**config.mk**
```make
export PLATFORM = sky130hd
export DESIGN_NAME = arpc_cell
export DESIGN_NICKNAME = d
export VERILOG_FILES = /design/src/rtl/core/arp_responder_and_cache_assert.svh /design/src/rtl/core/arpc_pkg.sv /design/src/rtl/core/arpc_cell.sv
export SDC_FILE = /design/constraint.sdc
export NUM_CORES = 1
export LEC_CHECK = 0
export BUFFER_PORTS_ARGS = -buffer_cell sky130_fd_sc_hd__buf_2
export CAP_MARGIN = 20
export CORE_MARGIN = 1.5
export CORE_UTILIZATION = 45
export DETAILED_ROUTE_END_ITERATION = 10
export HOLD_SLACK_MARGIN = 0.08
export PLACE_DENSITY_LB_ADDON = 0.05
export SYNTH_ARGS = -nofsm -noshare
export SYNTH_HDL_FRONTEND = slang
export SYNTH_SLANG_ARGS = --single-unit
```
**constraint.sdc**
```tcl
create_clock -name i_clk -period 4.15 [get_ports i_clk]
set_clock_uncertainty 0.05 [all_clocks]
set_input_delay 0.2075 -clock i_clk [delete_from_list [all_inputs] [get_ports i_clk]]
set_output_delay 0.2075 -clock i_clk [all_outputs]
set_load 0.02 [all_outputs]
```
**src/rtl/core/arp_responder_and_cache_assert.svh**
```systemverilog
// Assertion macros shared by the ARP responder and cache RTL.
// Include by bare file name; the enclosing module supplies i_clk and i_rst_n.
`ifndef ARP_RESPONDER_AND_CACHE_ASSERT_SVH
`define ARP_RESPONDER_AND_CACHE_ASSERT_SVH

// generic clocked check with explicit clock and active-low reset
`define ARPC_ASSERT_CLK(lbl, clk, rst_n, prop, msg) \
    lbl: assert property (@(posedge clk) disable iff (!rst_n) prop) else $error(msg);

// check on the house clock and reset
`define ARPC_ASSERT(lbl, prop, msg) \
    `ARPC_ASSERT_CLK(lbl, i_clk, i_rst_n, prop, msg)

`endif

```
**src/rtl/core/arpc_pkg.sv**
```systemverilog
// Package for the ARP responder and cache: header constants, action codes and
// the search token handed along the cell chain. No dependencies.
package arpc_pkg;

    localparam logic [15:0] HW_ETHERNET  = 16'h0100;
    localparam logic [15:0] PROTO_IPV4   = 16'h0008;
    localparam logic [15:0] OP_REQUEST   = 16'h0100;
    localparam logic [15:0] OP_RESPONSE  = 16'h0200;
    localparam logic [15:0] OP_NONE      = 16'h0000;
    localparam logic [7:0]  HW_ADDR_LEN  = 8'd6;
    localparam logic [7:0]  IP_ADDR_LEN  = 8'd4;
    localparam logic [15:0] MSG_BYTES    = 16'd28;
    localparam logic [47:0] MAC_ALL_ONES = 48'hffff_ffff_ffff;

    localparam logic KIND_MESSAGE = 1'b0;
    localparam logic KIND_LOOKUP  = 1'b1;

    localparam logic REG_OWN_IP  = 1'b0;
    localparam logic REG_OWN_MAC = 1'b1;

    typedef enum logic [2:0] {
        ACT_IGNORED    = 3'd0,
        ACT_SEND_REPLY = 3'd1,
        ACT_LEARNED    = 3'd2,
        ACT_LEARN_FULL = 3'd3,
        ACT_LOOKUP_HIT = 3'd4,
        ACT_SEND_REQ   = 3'd5
    } t_action;

    // lookup token moving one cell per cycle
    typedef struct packed {
        logic        valid;
        logic        hit;
        logic [47:0] mac;
    } t_token;

endpackage

```
**src/rtl/core/arpc_cell.sv**
```systemverilog
// One cache entry of the ARP cache chain: holds an IP/MAC pair and passes the
// lookup token to its neighbor. Depends on arpc_pkg.
module arpc_cell
    import arpc_pkg::*;
#(
    parameter int CNT_W = 8,
    parameter int IDX   = 0
) (
    input  logic             i_clk,
    input  logic             i_rst_n,
    input  logic [CNT_W-1:0] i_count,
    input  logic             i_wr,
    input  logic [31:0]      i_wr_ip,
    input  logic [47:0]      i_wr_mac,
    input  logic [31:0]      i_query_ip,
    input  t_token           i_tok,
    output t_token           o_tok
);

    localparam logic [CNT_W-1:0] MY_IDX = CNT_W'(IDX);

    logic [31:0] r_ip;
    logic [47:0] r_mac;
    t_token      r_tok;
    t_token      n_tok;
    logic        w_match;

    // entry is live once the fill count has passed it
    assign w_match = (MY_IDX < i_count) && (r_ip == i_query_ip);

    always_ff @(posedge i_clk) begin
        if (i_wr && (i_count == MY_IDX)) begin
            r_ip  <= i_wr_ip;
            r_mac <= i_wr_mac;
        end
    end

    always_comb begin
        n_tok       = i_tok;
        n_tok.valid = i_tok.valid;
        if (i_tok.valid && !i_tok.hit && w_match) begin
            n_tok.hit = 1'b1;
            n_tok.mac = r_mac;
        end
    end

    always_ff @(posedge i_clk) begin
        if (!i_rst_n) begin
            r_tok.valid <= 1'b0;
        end else begin
            r_tok.valid <= n_tok.valid;
        end
        r_tok.hit <= n_tok.hit;
        r_tok.mac <= n_tok.mac;
    end

    assign o_tok = r_tok;

endmodule

```
==> results.yml, run 1 <==
yosys:
  synthTopCellsByArea: "edfxtp_1 (55%), dfxtp_1 (23%), mux2_2 (10%), xor2_1 (5.4%), mux2_1 (2.3%)"
  synth-simple-area-share: 0.02847
  synth-compound-area-share: 0
  ys_warn_count: 0
  yosysUniqueCellTypes: 18
  ys_seq_elements: 130
  synth_top_family_by_area: "multiplexers"
  synth_fa_ha_area_frac: 0
  synth.area.mux_share: 0.1230
  yosysTopAreaCellShare: 0.5467
  yosys.area.top_type: "edfxtp_1"
  synthXorXnorAreaFrac: 0.06378
  syn_inst: 233
  synth_fp_nets: 406
  avgSynthCellArea_um2: 18.86
  syn-cell-area_um2: 4394
  yosysSeqAreaShare: 0.7745
outcome:
  status: "did not finish"
  flow.stopped_at: "clock tree synthesis (4_1_cts)"
  error: "[ERROR RSZ-0060] Max buffer count reached."
floorplan:
  start_util: 0.4689
  die_y_um: 101.8
  rows: 35
  die_x_um: 101.8
  num_io_pins: 223
clocking:
  ctsHoldBuffers: 123
  cts_root_buf: "clkbuf_8"
  cts.repair.resized: 0
  cts_buffer_depth: 2
  cts.sinks: 130
  htreeDepth: 4
  post_cts_buffers: 0
  cts_buffers: 17
placed_design:
  place_congestion: 0.7373
  dp_hpwl_mm: 6.644
  io_buffers: 222
  placed_cells: 581
## synth_stat cells
master / instances
xnor2_1: 5
nand4b_1: 1
buf_6: 2
and2_1: 1
nand3_1: 1
mux2_1: 9
buf_4: 3
dfxtp_1: 50
nor4_4: 1
xor2_1: 27
or2_2: 1
and3_1: 1
nand4_1: 2
nand2_1: 1
nor4_1: 8
edfxtp_1: 80
mux2_2: 39
nor3_1: 1
## logic make-up after synthesis
logic type	Yosys count
xor+xnor	32
buf+inv	5
flops	130
mux	48
simple gates	18
## per-stage QoR
step / utilization / worst slack (ns) / instance area (um^2)
after floorplan: - / 1.167 / 4394
after global placement: 0.6020 / 1.834 / 5642
after detailed placement: 0.6020 / 1.820 / 5642
==> run 2: changes to the inputs <==
--- a/config.mk
+++ b/config.mk
@@ -8,10 +8,9 @@
 export BUFFER_PORTS_ARGS = -buffer_cell sky130_fd_sc_hd__buf_2
 export CAP_MARGIN = 20
 export CORE_MARGIN = 1.5
-export CORE_UTILIZATION = 45
+export CORE_UTILIZATION = 32
 export DETAILED_ROUTE_END_ITERATION = 10
-export HOLD_SLACK_MARGIN = 0.08
-export PLACE_DENSITY_LB_ADDON = 0.05
+export PLACE_DENSITY_LB_ADDON = 0.15
 export SYNTH_ARGS = -nofsm -noshare
 export SYNTH_HDL_FRONTEND = slang
 export SYNTH_SLANG_ARGS = --single-unit
==> run 2 against run 1 <==
Against the previous run: the flow now finishes without violations; area after synthesis unchanged; synthesized cell count is the same.
==> results.yml, run 2 <==
sta:
  fmax_ghz: 0.3937
  hold_viol: 0
  slew_viol_final: 0
  min_period_ns: 2.540
  rsz0062_at_grt: "no"
  worst_pin_slew_ns: 0.5620
  maxSlewHeadroom: 0.6226
  setup_tns_ns: 0
  fin_crit_sh: 0.6120
  setup_violations: 0
detailed_routing:
  wl_per_cell_um: 13.94
  vias_per_cell: 4.129
  drc: 0
  wl_mm: 11.05
  drt_iter0_drc: 87
  vias: 3274
  ant_nets: 0
  dr.pass1.iters: 3
yosys:
  ys_warn_count: 0
  syn_inst: 233
  synth.most_common_cell: "edfxtp_1"
  synthTopCellsByArea: "edfxtp_1 (55%), dfxtp_1 (23%), mux2_2 (10%), xor2_1 (5.4%), mux2_1 (2.3%)"
  yosys.area.top_type: "edfxtp_1"
  synthArstFlopShare: 0
  yosysSeqAreaShare: 0.7745
  synth_fp_nets: 406
  avgSynthCellArea_um2: 18.86
  synth_top_cells_by_count: "edfxtp_1 (80), dfxtp_1 (50), mux2_2 (39), xor2_1 (27), mux2_1 (9)"
  synth_edf_count: 80
  yosysUniqueCellTypes: 18
  ys_seq_elements: 130
  yosysTopAreaCellShare: 0.5467
  syn-cell-area_um2: 4394
  dominantRegCellSynth: "edfxtp_1"
clocking:
  cts_tree: "done"
  htreeDepth: 4
  post_cts_buffers: 0
  cts.sinks: 130
  cts_buffer_depth: 2
  ctsHoldBuffers: 130
  cts_root_buf: "clkbuf_16"
  clock_latency_ns: 0.41
  cts.repair.resized: 0
  clk_pin_slew_ns: 0.06
  cts_buffers: 17
global_routing:
  grt_pass1_vias: 3605
  grt_overflow: 0
  antenna_found_initial: 2
  grt_use_total: 0.1553
  grt_first_pass_wirelength_mm: 16.57
  grt_max_degree: 44
final_layout:
  layout_commonest_cell: "buf_2"
  largest_register_ffs: 50
  nets: 775
  drive_above_1_share: 0.4748
  fillers: 1104
  multi_input_area_um2: 950.9
  syn2layout_area_growth_pct: 72.89
  stdcell_count: 793
  seqCellArea_um2: 3403
  most-common-layout-cells: "buf_2 (222), dlygate4sd3_1 (130), edfxtp_1 (80), dfxtp_1 (50), mux2_2 (39)"
pwr:
  p_leak_nw: 3.183
  pwr_density_cell_nw_per_um2: 410.7
  ir_worst_vdd_mv: 0.3200
  fin_total_pwr_mw: 3.120
critical_path:
  critical_path_arrival_ns: 2.79
  crit_path_max_incr_delay_ns: 0.47
  crit_buf_inv: 1
  ff2ff_path_depth: 6
  reg2reg_to: "o_tok[30]"
  worstReg2RegStart: "r_ip[29]"
  crit_required_ns: 4.40
  worst-path-max-fanout: 43
  endpoint_kind: "register"
  r2r_slack_ns: 1.61
  crit_chain: "xor2_1 > nor4_1 > nand4_1 > nor4_4 > buf_12 > mux2_2"
  critical-path-slowest-cell: "nor4_4"
  critPathTopFamily: "simple AND/OR/NAND/NOR gates"
  criticalPathCategory: "register to register"
  worst_setup_path_start_kind: "register"
placed_design:
  io_buffers: 222
  dp_hpwl_mm: 6.805
  placed_cells: 629
  place_congestion: 0.6986
floorplan:
  die_x_um: 120.2
  die_y_um: 120.2
  start_util: 0.3292
  num_io_pins: 223
  rows: 42
  die_area_um2: 14440
  core-area_um2: 13350
min_path:
  holdPathStages: 2
  hp-class: "input port to register"
  hold-path-endpoint: "o_tok[49]"
  min_from: "i_tok[49]"
outcome:
  status: "completed"
flow_run:
  maxCapViolCount: 0
## run 2: per-layer routing
metal / GRT usage / up-vias / part of all wire / wire length (um)
li1: - / 1611 / - / -
met1: 0.1657 / 1500 / 0.39 / 4348
met2: 0.2671 / 141 / 0.50 / 5542
met3: 0.06557 / 22 / 0.082 / 907
met4: 0.06994 / 0 / 0.023 / 255
met5: 0 / - / 0 / 0
## run 2: final cells by class
| type | count | share of cell area |
|---|---|---|
| flip-flops and latches | 130 | 0.4480 |
| repair buffers | 355 | 0.3221 |
| multi-input cells | 98 | 0.1252 |
| clock buffers | 27 | 0.06489 |
| well taps | 176 | 0.02899 |
| clock inverters | 5 | 0.01021 |
| diodes | 2 | 0.0006588 |
## run 2: worst max-delay path by stage
stage | slack (ns) | from | to | depth (start not counted)
after floorplan | 1.17 | i_count[1] | r_ip[0] | 2
after global placement | 1.53 | r_ip[29] | o_tok[32] | 6
after detailed placement | 1.50 | r_ip[11] | o_tok[14] | 6
after CTS | 1.49 | r_ip[11] | o_tok[14] | 6
after global routing | 1.43 | r_ip[29] | o_tok[8] | 6
final | 1.61 | r_ip[29] | o_tok[30] | 6
## run 2: kinds of logic (layout without fill, tap and decap cells)
logic type,Yosys count,in the layout,share of synthesized area
flops,130,130,0.7745
other cells,0,2,0
buf+inv,5,387,0.01025
xor+xnor,32,32,0.06378
simple gates,18,18,0.02847
mux,48,48,0.1230
## run 2: report_power, final
group          leakage (nW)  switching [mW]  total, mW  internal [mW]
Sequential             1.14         0.00699       1.40           1.40
Clock                 0.276           0.507       1.44          0.930
Combinational          1.77           0.100      0.278          0.178
Total                  3.18           0.614       3.12           2.51
## run 2: through the flow
stage               utilization  area [um^2]  hold slack [ns]  setup WS (ns)
floorplan                     -         4394           0.2564          1.167
global placement         0.4286         5720           0.3350          1.526
detailed placement       0.4286         5720           0.3356          1.498
CTS                      0.5688         7592         0.008711          1.485
global route             0.5692         7597         0.009509          1.427
finish                   0.5692         7597          0.01207          1.610
(Power assumes the default switching activity.)
